File: src/design/wtns_isqrt.sv
`default_nettype none
module wtns_isqrt (
  input  wire logic        clk_i,
  input  wire logic        rst_ni,
  input  wire logic        start_i,
  input  wire logic [33:0] n_i,
  output logic             done_o,
  output logic [16:0]      root_o
);
  // one result bit per cycle, restoring method
  logic [33:0] rem_q, rem_d;
  logic [33:0] res_q, res_d;
  logic [33:0] bit_q, bit_d;
  logic        run_q, run_d;
  always_comb begin
    rem_d = rem_q; res_d = res_q; bit_d = bit_q; run_d = run_q;
    done_o = 1'b0;
    if (start_i) begin
      rem_d = n_i; res_d = '0; bit_d = 34'h1 << 32; run_d = 1'b1;
    end else if (run_q) begin
      if (bit_q == '0) begin
        run_d = 1'b0;
        done_o = 1'b1;
      end else begin
        if (rem_q >= res_q + bit_q) begin
          rem_d = rem_q - (res_q + bit_q);
          res_d = (res_q >> 1) + bit_q;
        end else begin
          res_d = res_q >> 1;
        end
        bit_d = bit_q >> 2;
      end
    end
  end
  assign root_o = res_q[16:0];
  always_ff @(posedge clk_i or negedge rst_ni) begin
    if (!rst_ni) run_q <= 1'b0;
    else run_q <= run_d;
  end
  always_ff @(posedge clk_i) begin
    rem_q <= rem_d; res_q <= res_d; bit_q <= bit_d;
  end
endmodule
`default_nettype wire

File: config.mk
export PLATFORM = sky130hd
export DESIGN_NAME = wtns_isqrt
export DESIGN_NICKNAME = d
export VERILOG_FILES = /design/src/design/wtns_isqrt.sv
export SDC_FILE = /design/constraint.sdc
export NUM_CORES = 1
export LEC_CHECK = 0
export ABC_AREA = 0
export BUFFER_PORTS_ARGS = -buffer_cell sky130_fd_sc_hd__buf_2
export CORE_MARGIN = 5
export CORE_UTILIZATION = 55
export DETAILED_ROUTE_END_ITERATION = 16
export HOLD_SLACK_MARGIN = 0.02
export PLACE_DENSITY = 0.78
export SYNTH_ARGS = -nofsm -noshare
export SYNTH_HDL_FRONTEND = slang
export SYNTH_SLANG_ARGS = --single-unit
export TNS_END_PERCENT = 1
File: constraint.sdc
create_clock -name clk_i -period 15.3 [get_ports clk_i]
set_input_delay 2.295 -clock clk_i [delete_from_list [all_inputs] [get_ports clk_i]]
set_output_delay 2.295 -clock clk_i [all_outputs]
set_load 0.05 [all_outputs]
# --- Word-level counts from Yosys, hierarchy flattened ---
# Cells that the tools add are included.
classes:
  n_mux: 11
  n_lt_le_gt_ge: 1
  bitwise_logic: 1
  n_eq_ne: 1
  addsub: 3
  reduce_logical: 5
ops:
  columns: ["op", "n"]
  rows:
  - ["34-bit two-way mux", 5]
  - ["33-bit by 33-bit adder with 34-bit output", 1]
  - ["34-bit by 33-bit adder with 34-bit output", 1]
  - ["34-bit >= comparator", 1]
  - ["34-bit logical NOT", 1]
  - ["34-bit subtractor", 1]
  - ["1-bit two-way mux", 6]
  - ["2-bit nonzero test", 2]
  - ["3-bit AND reduction", 1]
  - ["2-bit != test, second input constant", 1]
  - ["2-bit AND reduction", 1]
  - ["1-bit inverter", 1]
totals:
  output_inout_bits: 18
  wordCells: 26
  register_bits: 86
  in_bits: 37

# --- Depth between registers and ports, before layout ---
logic_depth:
  word_depth: 6
  ltp_mapped: 21
  depth_no_buf: 19

# --- Worst setup path before layout ---
# OpenSTA, ideal clock, no wires.
synth_timing:
  path_kind: "register -> register"
  from: "reg res_q[0]"
  to: "reg rem_q[0], enable pin"
  required_ps: 14828
  stages_incl_launch_ff: 20
  period_less_slack_ps: 6695
  t_arrival_ps: 6222
  setup_slack_ps: 8605
  setup_time_ps: 472
  cell_sequence: "dfxtp_1 > ha_1 > ha_1 > a21o_1 > a31o_2 > a2111oi_1 > nor4_1 > nand2b_1 > o311ai_1 > xor2_1 > ha_1 > buf_2 > and3_1 > buf_2 > and3_1 > and2_1 > nand4_4 > and3_1 > buf_2 > o21ai_0"
synth_via:
  elab_chain_len: 4
synth_lines:
  columns: ["element", "line", "text"]
  rows:
  - ["start: declaration", "12", "logic [33:0] res_q, res_d;"]
  - ["start signal: assignment", "41", "rem_q <= rem_d; res_q <= res_d; bit_q <= bit_d;"]
  - ["34-bit by 33-bit adder with 34-bit output", "25", "if (rem_q >= res_q + bit_q) begin"]
  - ["34-bit >= comparator", "25", null]
  - ["2-bit nonzero test (no line)", null, null]
  - ["3-bit AND reduction (no line)", null, null]
  - ["end signal: assignment", "41", null]
  - ["end: declaration", "11", "logic [33:0] rem_q, rem_d;"]
# No other way between the ends.
# A chain may end at the register's enable or synchronous reset.

# --- Final worst setup path ---
layout_timing:
  from: "reg res_q[8]"
  to: "reg rem_q[6], enable pin"
# Same word-level chain as after synthesis.

==> insert_results.sql <==
INSERT INTO impl_metrics (metric_group, metric, value, unit) VALUES
('status', 'status', 'completed', ''),
('timing', 'hold_ws', '0.503', 'ns'),
('power', 'total_leakage_power', '0.00317', 'µW'),
('global_routing', 'global_route.usage.total', '23.9', '%'),
('setup_path', 'worst_setup_path_start_kind', 'register', ''),
('timing', 'tightestPinTransition', '1.15', 'ns'),
('power', 'p_int', '766', 'µW'),
('floorplanning', 'die-area', '0.0160', 'mm²'),
('finish', 'design_area', '0.00801', 'mm²'),
('logic_synthesis', 'number_of_different_library_cells_in_the_post_synthesis_netlist', '70', ''),
('cts', 'hold_buffers', '0', ''),
('cts', 'post_cts_buffers', '0', ''),
('cts', 'cts_resized', '0', ''),
('setup_path', 'path_class', 'register to register', ''),
('setup_path', 'crit_family', 'compound AO/OA/AOI/OAI gates', ''),
('timing', 'max_slew_violation_count', '0', ''),
('logic_synthesis', 'synthFlopType', 'dfxtp_1', ''),
('setup_path', 'crit_path_max_fanout', '34', ''),
('global_routing', 'global_route_wire_length_before_repair', '31700', 'µm'),
('timing', 'setup_viol', '0', ''),
('route', 'number_of_iterations_in_the_first_detailed_routing_pass', '6', ''),
('placement', 'gp_congestion', '0.925', ''),
('cts', 'path_clk_slew', '0.06', 'ns'),
('placement', 'place_ws', '9.40', 'ns'),
('placement', 'io_buffer_count', '54', ''),
('power', 'power.share.combinational', '59.1', '%'),
('setup_path', 'cp.arrival', '5.88', 'ns'),
('floorplanning', 'starting_density', '56.3', '%'),
('floorplanning', 'floorplan.die.height', '127', 'µm'),
('power', 'pwr-share-clk', '14.8', '%'),
('floorplanning', 'design.core.area', '0.0133', 'mm²'),
('logic_synthesis', 'synth.yosys.seq_area_share', '27.6', '%'),
('logic_synthesis', 'synth_enable_flop_cells', '34', ''),
('setup_path', 'cell_with_the_largest_stage_delay_on_the_worst_path', 'o21ai_4', ''),
('global_routing', 'antenna_violations_before_repair', '0', ''),
('route', 'num_vias', '6867', ''),
('cts', 'clock_latency', '0.36', 'ns'),
('global_routing', 'grt_start_max_net_pins', '67', ''),
('cts', 'clock_tree.htree_level_count', '3', ''),
('timing', 'final_clock_skew', '0.00708', 'ns'),
('power', 'seqPwrFrac', '26.1', '%'),
('logic_synthesis', 'synth_seq_cells', '86', ''),
('timing', 'setup_ws', '9.39', 'ns'),
('global_routing', 'gr-total-overflow', '0', ''),
('timing', 'slew_headroom', '23.1', '%'),
('logic_synthesis', 'mappedNetlistArea', '0.00749', 'mm²'),
('floorplanning', 'die_width', '127', 'µm'),
('power', 'power.density_cell_area', '177', 'mW/mm²'),
('flow_run', 'drv_cap', '0', ''),
('power', 'netSwitchingPower', '653', 'µW'),
('finish', 'layout.cells.most_common_list', 'nand2_1, o21ai_0, ha_1', ''),
('setup_path', 'cp_slowest_stage_delay', '0.95', 'ns'),
('placement', 'dp_hpwl', '14000', 'µm'),
('route', 'route.detailed.wl_per_inst', '17.3', 'µm'),
('setup_path', 'cp_cell_sequence', 'ha_1 -> a31oi_1 -> nor2_1 -> a2111oi_1 -> nor4_1 -> o22ai_1 -> nor2_1 -> o21ai_0 -> xor2_1 -> ha_1 -> nand4_1 -> nor2_1 -> and3_1 -> nand2_1 -> and3_1 -> o21ai_4', ''),
('power', 'totalPowerFinal', '1420', 'µW'),
('finish', 'filler_cell_count', '1211', ''),
('cts', 'number_of_buffers_between_clock_root_and_the_deepest_sink', '2', ''),
('worst_hold_path', 'hp-class', 'register to register', ''),
('route', 'route.final.wire_length', '19100', 'µm'),
('finish', 'seq_area', '0.00207', 'mm²'),
('setup_path', 'path_common_cell', 'nor2_1', ''),
('logic_synthesis', 'netlist_instances', '910', ''),
('floorplanning', 'placementRows', '42', ''),
('timing', 'report.final.hold_viol_count', '0', ''),
('power', 'switching_share', '46.0', '%'),
('logic_synthesis', 'ys_warn_count', '0', ''),
('setup_path', 'endpoint_kind_of_the_worst_setup_timing_path', 'register', ''),
('cts', 'cts_tree', 'done', ''),
('logic_synthesis', 'syn_avg_cell_area', '8.23', 'µm²'),
('placement', 'dpl_cell_area', '0.00774', 'mm²');
==> worst paths after layout <==
kind	from	to	slack (ns)	cells past startpoint
hold reg to reg	res_q[0]	res_q[0]	0.50	2
setup reg to reg	res_q[8]	rem_q[6]	9.39	16
min in group asynchronous	rst_ni	run_q	1.70	1
max in group asynchronous	rst_ni	run_q	13.52	1
setup / recovery	res_q[8]	rem_q[6]	9.39	16
hold / removal	res_q[0]	res_q[0]	0.50	2
==> power groups by stage <==
stage / sequential [µW] / clock, µW / combinational (µW)
after CTS: 370 / 213 / 826
after floorplan: 358 / 0 / 656
after detailed placement: 374 / 0 / 820
final: 370 / 211 / 838
after global placement: 374 / 0 / 807
after global routing: 376 / 222 / 926
==> through the flow <==
step	instances	util (%)
6_report	1104	60.3
5_1_grt	1104	60.3
4_1_cts	1104	60.3
3_5_place_dp	1088	58.2
3_3_place_gp	1088	58.2
2_1_floorplan	910	-
==> sequential cells by signal (all words and copies together) (netlist names) <==
name / count
rem_q: 34
res_q: 34
bit_q: 17
run_q: 1
==> cell type report <==
cell class / instances / share of cell area, %
multi-input cells: 749 / 63.5
flip-flops and latches: 86 / 25.8
repair buffers: 58 / 3.75
clock buffers: 13 / 3.14
well taps: 176 / 2.75
inverters: 19 / 0.890
clock inverters: 3 / 0.219
==> Yosys cell counts, types with 7 or more instances <==
cell / number / area, µm²
a211oi_1: 10 / 75.1
a21o_1: 26 / 195
a21oi_1: 48 / 240
a22o_1: 17 / 149
a31oi_1: 41 / 257
and2_1: 9 / 56.3
and3_1: 11 / 68.8
buf_2: 11 / 55.1
buf_4: 17 / 128
clkbuf_1: 28 / 105
dfxtp_1: 51 / 1020
edfxtp_1: 34 / 1020
ha_1: 70 / 876
inv_1: 18 / 67.6
mux2i_1: 15 / 150
nand2_1: 119 / 447
nand3_1: 17 / 85.1
nand4_1: 15 / 93.8
nor2_1: 44 / 165
nor2b_1: 11 / 68.8
nor3_1: 19 / 95.1
nor4_1: 9 / 56.3
o21ai_0: 80 / 400
o21ai_1: 8 / 40.0
o21bai_1: 8 / 60.1
o22ai_1: 8 / 50.1
o31ai_1: 7 / 52.6
xnor2_1: 50 / 438
xor2_1: 28 / 245
==> cells by family after synthesis <==
group	after synthesis	share of synthesized area, %
xor+xnor	78	9.12
buf+inv	75	4.80
mux	16	2.16
simple gates	281	18.0
fa+ha+maj	71	12.0
flops	86	27.6
compound gates	303	26.3
==> layer usage <==
metal  part of all wire [%]  global-route usage, %
met1                     45                   31.6
met2                     47                   39.9
met3                    5.8                   4.88
met4                    1.9                   6.56
met5                      0                      0
==> worst reg2reg max path, stage by stage, from the launching register on <==
cell	delay, ns
dfxtp_1	0.50
ha_1	0.33
a31oi_1	0.30
nor2_1	0.09
a2111oi_1	0.49
nor4_1	0.18
o22ai_1	0.28
nor2_1	0.07
o21ai_0	0.20
xor2_1	0.12
ha_1	0.46
nand4_1	0.18
nor2_1	0.28
and3_1	0.28
nand2_1	0.36
and3_1	0.47
o21ai_4	0.95
Power figures use the tool's default switching activity.
