[config.mk]
export PLATFORM = sky130hd
export DESIGN_NAME = wtns_ram
export DESIGN_NICKNAME = d
export VERILOG_FILES = /design/src/design/wtns_ram.sv
export SDC_FILE = /design/constraint.sdc
export NUM_CORES = 1
export LEC_CHECK = 0
export BUFFER_PORTS_ARGS = -buffer_cell sky130_fd_sc_hd__clkbuf_2
export CORE_ASPECT_RATIO = 1.4
export CORE_UTILIZATION = 30
export CTS_CLUSTER_DIAMETER = 200
export CTS_CLUSTER_SIZE = 16
export DETAILED_ROUTE_END_ITERATION = 12
export GPL_TIMING_DRIVEN = 0
export PLACE_DENSITY_LB_ADDON = 0.3
export SYNTH_ARGS = -nofsm -noshare
export SYNTH_HDL_FRONTEND = slang
export SYNTH_SLANG_ARGS = --single-unit
[constraint.sdc]
create_clock -name clk_i -period 1.7 [get_ports clk_i]
set_input_delay 0.34 -clock clk_i [delete_from_list [all_inputs] [get_ports clk_i]]
set_output_delay 0.34 -clock clk_i [all_outputs]
set_load 0.05 [all_outputs]
[src/design/wtns_ram.sv]
`default_nettype none
module wtns_ram #(
  parameter int Width = 8,
  parameter int Depth = 16
) (
  input  wire logic                     clk_i,
  input  wire logic                     we_i,
  input  wire logic [$clog2(Depth)-1:0] waddr_i,
  input  wire logic [Width-1:0]         wdata_i,
  input  wire logic [$clog2(Depth)-1:0] raddr_i,
  output logic      [Width-1:0]         rdata_o
);
  logic [Width-1:0] mem_q [Depth];
  always_ff @(posedge clk_i) begin
    if (we_i) mem_q[waddr_i] <= wdata_i;
    rdata_o <= mem_q[raddr_i];
  end
endmodule
`default_nettype wire

Yosys cells after proc, flatten, opt, wreduce, memory -nomap -nowiden
Memories as Yosys holds them, arrays and structs flattened. A register that Yosys moved wholly into a read port is not among the register bits.
Index checks and enable logic that the tools add are counted.
W data, S select, Z words.
{ "classes": {"mux": 2} }
{ "op_table": {"columns": ["operator", "count"], "rows": [
  ["$mux W1", 2]
]} }
{ "word_totals": {"output_inout_bits": 8, "word_cells": 3, "in_bits": 18, "mem_count": 1, "mem_bits_rw": 128, "regBits": 0} }
{ "mem_list": {"columns": ["memory", "words", "word_bits", "read_ports", "rd_ports_with_merged_regs", "write_ports", "line", "rtl"], "rows": [
  ["mem_q", 16, 8, 1, 1, 1, "13", "logic [Width-1:0] mem_q [Depth];"]
]} }

Longest topological paths before layout
Gate-level depths: netlist (run 1).
{ "logic_depth": {"ltp_word": 2, "ltp_mapped": 5, "mapped_depth_nobuf": 3} }

Least setup slack after synthesis (run 1)
Ideal clock, no wire load.
{ "synth_timing": {"path_kind": "input to register", "start": "input port waddr_i[2]", "end": "memory mem_q[0][0], enable pin", "required_ns": 1.317, "slack_ns": -0.133, "t_arrival_ns": 1.450, "setup_ns": 0.383, "path_buffers": 0, "cell_stages": 2, "path_cell_list": "or3b_2 nor3_1"} }
{ "synth_lines": {"columns": ["item", "line", "rtl"], "rows": [
  ["start: declaration", "8", "input wire logic [$clog2(Depth)-1:0] waddr_i,"],
  ["end: declaration", "13", null]
]} }
Straight into the memory's write port.

Final worst setup path (run 1)
{ "layout_timing": {"start": "input port waddr_i[2]", "end": "memory mem_q[1][3], enable pin"} }
Straight into the memory's write port.

==> summary.txt, run 1 <==
Critical path
  • CP arrival: approximately 1600 ps
  • Critical path launch point type: primary input
  • Worst reg2reg startpoint: mem_q[2][1]$_DFFE_PP_
  • Critical path fanouts, max: 8
  • Buf/Inv on CP: 1
  • Slowest-stage cell, CP: nor2_1
  • Setup crit end: mem_q[1][3]$_DFFE_PP_
  • Reg2reg setup slack: between 200 and 250 ps
  • Critical Path End Type: flop
  • Setup Crit Path Kind: primary input to flop
  • Worst path max stage delay: approximately 630 ps
  • Critical Path RT: around 1700 ps
  • Worst reg2reg path depth: 3
  • Crit path cell chain: clkbuf_2 > or3b_2 > nor2_1
  • Top delay family on crit path: simple AND/OR/NAND/NOR gates
  • Crit path depth: 3
  • End of the worst register-to-register path: rdata_o[1]$_DFF_P_
  • Crit path from: waddr_i[2]

GRT
  • GR Overflow Total: 0
  • Largest net degree at the start of global routing: 17
  • Initial antenna violation count: 0
  • Vias in the first global route: about 2500
  • Global-route wire length before repair: roughly 15000 um
  • GRT Overall Usage: 0.126

Synth
  • Most frequently used flop master after synthesis: edfxtp_1
  • Count of cell types in the netlist: 19
  • Gate count of the mapped netlist: between 200 and 250
  • Async set-reset flop share out of synthesis: 0
  • Seq cells post-synth: roughly 140
  • Net Count, Synth: 247
  • EDFF count, synth: 128
  • Sequential area share after synthesis: 0.778
  • Area share of the largest cell type after synthesis: 0.747
  • Count leader, synth: edfxtp_1
  • Mean post-synth cell area: approximately 22 um2
  • Post-Syn Area: about 5100 um2
  • Yosys top cell by area: edfxtp_1
  • Largest cells by area after synthesis: edfxtp_1 (75%), mux4_2 (7.9%), mux4_1 (7.1%), dfxtp_1 (3.1%), a22oi_1 (2.3%)
  • Top post-synthesis cells by count: edfxtp_1 (128), mux4_2 (18), a22oi_1 (16)
  • Ys Warns: 0

Floorplan
  • DIE AREA: around 18000 um2
  • Core area: approximately 17000 um2
  • Initial Util: 0.307
  • Boundary Pins: 26
  • Die height: 157 um
  • Num rows: between 50 and 60
  • Die Wd: around 110 um

Clocking
  • H-Tree Depth: 4
  • Worst-case clock buffer depth: 2
  • Clock latency on the worst-skew pair: between 400 and 500 ps
  • Reg clk slew, reported paths: ~50 ps
  • CTS buffer count: 17
  • CTS root buf: clkbuf_16
  • CTS sink count: 136
  • CTS tree: built

Place
  • Hpwl dp: ~6700 um
  • Placer Congestion: around 0.77
  • IO Port Bufs: 24

Routing
  • Iter 0 DRT Violations: 169
  • DRT Pass-1 Iters: 4
  • DR DRC count: 0
  • Post-Route WL: 10100 um
  • Average wire per standard cell: slightly above 20 um
  • Antenna-violating nets left: 0
  • Vias: between 2000 and 2500
  • Vias per cell: about 4.9

STA
  • Max transition margin: 0.431
  • Tmin final: roughly 1600 ps
  • Worst Clk Skew: between 7 and 8 ps
  • Tcrit/Tclk final: 0.923
  • Final Max Tran Viols: 0
  • Unrepaired setup endpoints after global routing: no
  • Final Setup Violations: 0
  • Setup TNS: 0 ps
  • Final Hold Fails: 0
  • F_max: ~640 MHz
  • Worst Tran Pin Value: approximately 850 ps

Cells and area
  • Share of layout cells above drive strength 1: 0.291
  • Antenna Cells: 0
  • Filler cell count: between 1500 and 2000
  • Final #Nets: slightly below 300
  • Post-route core utilization: 0.364
  • Layout area overhead: 18.3%

Min path
  • Hold Path Class: primary input to flop

Power
  • LEAKAGE: 2.01 nW
  • PwrDens: 1250 nW/um2
  • Maximum VDD drop: ~0.64 mV
  • Power after layout: ~7.6 mW

Flow run
  • Max Cap Viol: 0

Status
  • Status: completed
==> cells in the final DEF (no fill, tap or decap), drive strengths merged, types with 4 or more instances in the layout <==
| cell type | count |
|---|---|
| nor2 | 13 |
| dfxtp | 8 |
| nand2 | 9 |
| clkinv | 6 |
| edfxtp | 128 |
| buf | 7 |
| nor3 | 4 |
| clkbuf | 46 |
| mux4 | 32 |
| a22oi | 16 |
==> area by class of cell <==
cell class	instances	area (um2)	share of cell area
sequential	136	4000	0.657
multi-input combinational	83	1080	0.177
clock buffer	22	444	0.0729
tap	203	254	0.0417
timing repair buffer	24	120	0.0197
clock inverter	10	104	0.0171
buffer	10	86.3	0.0142
==> per-stage QoR <==
stage | instance area [um2] | setup WS, ps | hold WS [ps] | instances
after global routing | 6090 | 28.4 | 411 | 488
after floorplan | 5150 | 93.9 | 439 | 229
after global placement | 5530 | -501 | 663 | 456
after detailed placement | 5530 | -448 | 668 | 456
after CTS | 6080 | 7.00 | 395 | 488
final | 6090 | 130 | 394 | 488
==> report_power, final <==
part           internal (mW)  total [mW]  switching (mW)  leakage, nW
sequential              3.75        3.77          0.0169         1.22
clock                   2.14        3.41            1.27        0.265
combinational          0.149       0.439           0.290        0.523
total                   6.04        7.61            1.58         2.01
==> cells by family after synthesis <==
kind of cell | count (synthesis) | synth area share
buffers and inverters | 10 | 0.0168
AO/OA/AOI/OAI | 16 | 0.0233
flip-flops | 136 | 0.778
multiplexers | 32 | 0.150
AND/OR/NAND/NOR | 35 | 0.0318
==> routing by layer <==
layer / up-vias / GRT usage / wire [um]
li1: 1056 / - / -
met1: 1236 / 0.152 / 3990
met2: 81 / 0.213 / 5360
met3: 10 / 0.0362 / 617
met4: 0 / 0.0527 / 155
met5: - / 0 / 0
==> registers in the layout, indices dropped and copies added, names as in the netlist <==
register,cells
mem_q,128
rdata_o,8
==> worst min-delay path by stage <==
stage | endpoint | slack (ps) | from | depth (start not counted)
after global placement | rdata_o[1]$_DFF_P_ | 660 | mem_q[12][1]$_DFFE_PP_ | 3
after global routing | mem_q[6][5]$_DFFE_PP_ | 410 | wdata_i[5] | 1
final | mem_q[6][5]$_DFFE_PP_ | 390 | wdata_i[5] | 1
after CTS | mem_q[6][5]$_DFFE_PP_ | 390 | wdata_i[5] | 1
after detailed placement | rdata_o[1]$_DFF_P_ | 670 | mem_q[13][1]$_DFFE_PP_ | 3
after floorplan | mem_q[0][0]$_DFFE_PP_ | 440 | wdata_i[0] | 0
==> repair_timing <==
item	in CTS	in global routing
hold buffers	0	0
setup buffers	0	0
setup endpoints to repair	8	16
endpoints found under the hold margin	0	0
resized for setup	1	2
(Power assumes the default switching activity.)
==> run 2, diff against run 1 <==
--- a/config.mk
+++ b/config.mk
@@ -5,7 +5,7 @@
 export SDC_FILE = /design/constraint.sdc
 export NUM_CORES = 1
 export LEC_CHECK = 0
-export BUFFER_PORTS_ARGS = -buffer_cell sky130_fd_sc_hd__clkbuf_2
+export BUFFER_PORTS_ARGS = -buffer_cell sky130_fd_sc_hd__buf_2
 export CORE_ASPECT_RATIO = 1.4
 export CORE_UTILIZATION = 30
 export CTS_CLUSTER_DIAMETER = 200
==> run 2 against run 1 <==
Compared with the run above: clock power increased by 4%; maximum frequency decreased by 5.2%; critical path depth unchanged; first-iteration DRC count decreased by 39%; count of clock-buffer cells in the layout decreased by 2; cell area increased by 0.49%; via count decreased by 1.2%; worst hold slack got worse by 62 ps; power increased by 1.7%.
==> summary.txt, run 2 (synthesized netlist as in run 1, its figures left out) <==
Min path
  • Hold Crit Start: wdata_i[5]
  • Hold Path Class: primary input to flop
  • Worst hold path stage count: 1
  • Hold EP: mem_q[4][5]$_DFFE_PP_

Critical path
  • CP arrival: between 1500 and 2000 ps
  • Critical Path End Type: flop
  • Critical path fanouts, max: 8
  • Critical Path RT: roughly 1700 ps
  • Reg2reg setup slack: approximately 200 ps
  • Setup Crit Path Kind: primary input to flop
  • End of the worst register-to-register path: rdata_o[1]$_DFF_P_
  • Worst reg2reg startpoint: mem_q[1][1]$_DFFE_PP_
  • Critical path launch point type: primary input
  • Worst reg2reg path depth: 3

STA
  • Worst Tran Pin Value: about 850 ps
  • F_max: between 600 and 700 MHz
  • Final Setup Violations: 0
  • Setup TNS: 0 ps
  • Tcrit/Tclk final: 0.974
  • Max transition margin: 0.432
  • Final Max Tran Viols: 0
  • Worst Clk Skew: 4.33 ps
  • Final Hold Fails: 0
  • Tmin final: around 1700 ps
  • Unrepaired setup endpoints after global routing: no

Cells and area
  • Post-route core utilization: 0.365
  • Share of layout cells above drive strength 1: 0.291
  • Most common library cell in the layout ignoring fill and taps: edfxtp_1
  • Max FFs per register: 128
  • Layout area overhead: 18.9%
  • Post-route insts no fill: slightly below 500
  • Most frequent cells in the layout: edfxtp_1 (128), buf_2 (27), mux4_2 (18)
  • Biggest register: mem_q
  • Area of the multi-input gates: 1090 um2
  • Registers with the most flip-flops: mem_q: 128 flops, rdata_o: 8 flops
  • Antenna Cells: 0
  • Reg area: between 4000 and 5000 um2
  • Design area: 6120 um2
  • Filler cell count: between 1500 and 2000
  • Final #Nets: 290

Floorplan
  • Core area: 16700 um2
  • Die height: between 150 and 200 um
  • DIE AREA: 17700 um2
  • Num rows: 56
  • Die Wd: about 110 um
  • Initial Util: 0.307
  • Boundary Pins: 26

GRT
  • Met1 Resource Use GR: 0.151
  • M3 GR Usage: 0.0296
  • Global-route wire length before repair: about 15000 um
  • Initial antenna violation count: 0
  • GR Overflow Total: 0
  • GRT Overall Usage: 0.126
  • Most Crowded Layer GR: met2
  • Vias in the first global route: about 2500
  • Largest net degree at the start of global routing: 17
  • GR Util met2: 0.219

Power
  • Power after layout: slightly below 8 mW
  • LEAKAGE: around 2.0 nW
  • PwrDens: around 1300 nW/um2
  • Maximum VDD drop: around 0.52 mV

Status
  • Status: completed

Place
  • Post-placement cell count: approximately 460
  • IO Port Bufs: 24
  • Hpwl dp: 6760 um
  • Post-DP Area: roughly 5500 um2
  • Placer Congestion: 0.781

Routing
  • Iter 0 DRT Violations: 103
  • Vias: about 2400
  • Average wire per standard cell: ~21 um
  • Vias per cell: about 4.8
  • Post-Route WL: 10200 um
  • Antenna-violating nets left: 0
  • DRT Pass-1 Iters: 4
  • DR DRC count: 0

Clocking
  • CTS buffer count: 17
  • Clock latency on the worst-skew pair: between 400 and 500 ps
  • CTS tree: built
  • CTS sink count: ~140
  • Reg clk slew, reported paths: ~50 ps
  • CTS root buf: clkbuf_16
  • H-Tree Depth: 4
  • Post-CTS setup buffers: 0
  • Worst-case clock buffer depth: 2

Flow run
  • Max Cap Viol: 0
run 2: cell count changes in the layout (fill, tap and decap cells not counted):
cell,delta
bufinv_16,+1
buf_2,+24
clkbuf_2,-24
nor3_4,+1
clkbuf_1,-2
nor2_1,-1
nor3_2,-1
nor2_2,+1
clkinv_1,+3
clkinvlp_4,-1
clkinv_2,-1
run 2: repair_timing:
action / in CTS / in global routing
setup endpoints to repair: 18 / 5
hold buffers: 0 / 0
gates resized for setup: 3 / 2
run 2: power by group:
group / internal [mW] / switching (mW)
sequential: 3.75 / 0.0173
clock: 2.27 / 1.26
combinational: 0.150 / 0.292
run 2: critical path: stages:
cell,delay [ps]
buf_2,110
or3b_2,550
nor2_1,680
run 2: how the worst max path moves through the flow:
stage | from | endpoint | slack (ps) | depth (start not counted)
floorplan | waddr_i[2] | mem_q[3][0]$_DFFE_PP_ | 90 | 2
global placement | waddr_i[2] | mem_q[8][0]$_DFFE_PP_ | -490 | 3
detailed placement | waddr_i[3] | mem_q[4][5]$_DFFE_PP_ | -500 | 3
CTS | waddr_i[2] | mem_q[3][3]$_DFFE_PP_ | 50 | 3
global route | waddr_i[2] | mem_q[2][3]$_DFFE_PP_ | 4 | 3
finish | waddr_i[2] | mem_q[3][3]$_DFFE_PP_ | 40 | 3
run 2: metrics by stage:
| stage | hold WS (ps) | setup WS (ps) |
|---|---|---|
| 6_report | 331 | 44.5 |
| 5_1_grt | 345 | 3.60 |
| 4_1_cts | 336 | 50.8 |
| 3_5_place_dp | 671 | -496 |
| 3_3_place_gp | 663 | -488 |
| 2_1_floorplan | 439 | 93.9 |
run 2: layout make-up:
cell class / count / share of cell area
Clock buffer: 20 / 0.0714
Tap cell: 203 / 0.0415
Timing Repair Buffer: 24 / 0.0196
Multi-Input combinational cell: 83 / 0.177
Buffer: 10 / 0.0141
Sequential cell: 136 / 0.654
Clock inverter: 12 / 0.0217
run 2: per-layer routing:
| layer | wire (um) | up-vias | part of all wire |
|---|---|---|---|
| met5 | 0 | - | 0 |
| met4 | 170 | 0 | 0.017 |
| met3 | 496 | 14 | 0.048 |
| met2 | 5380 | 55 | 0.52 |
| met1 | 4200 | 1228 | 0.41 |
| li1 | - | 1058 | - |
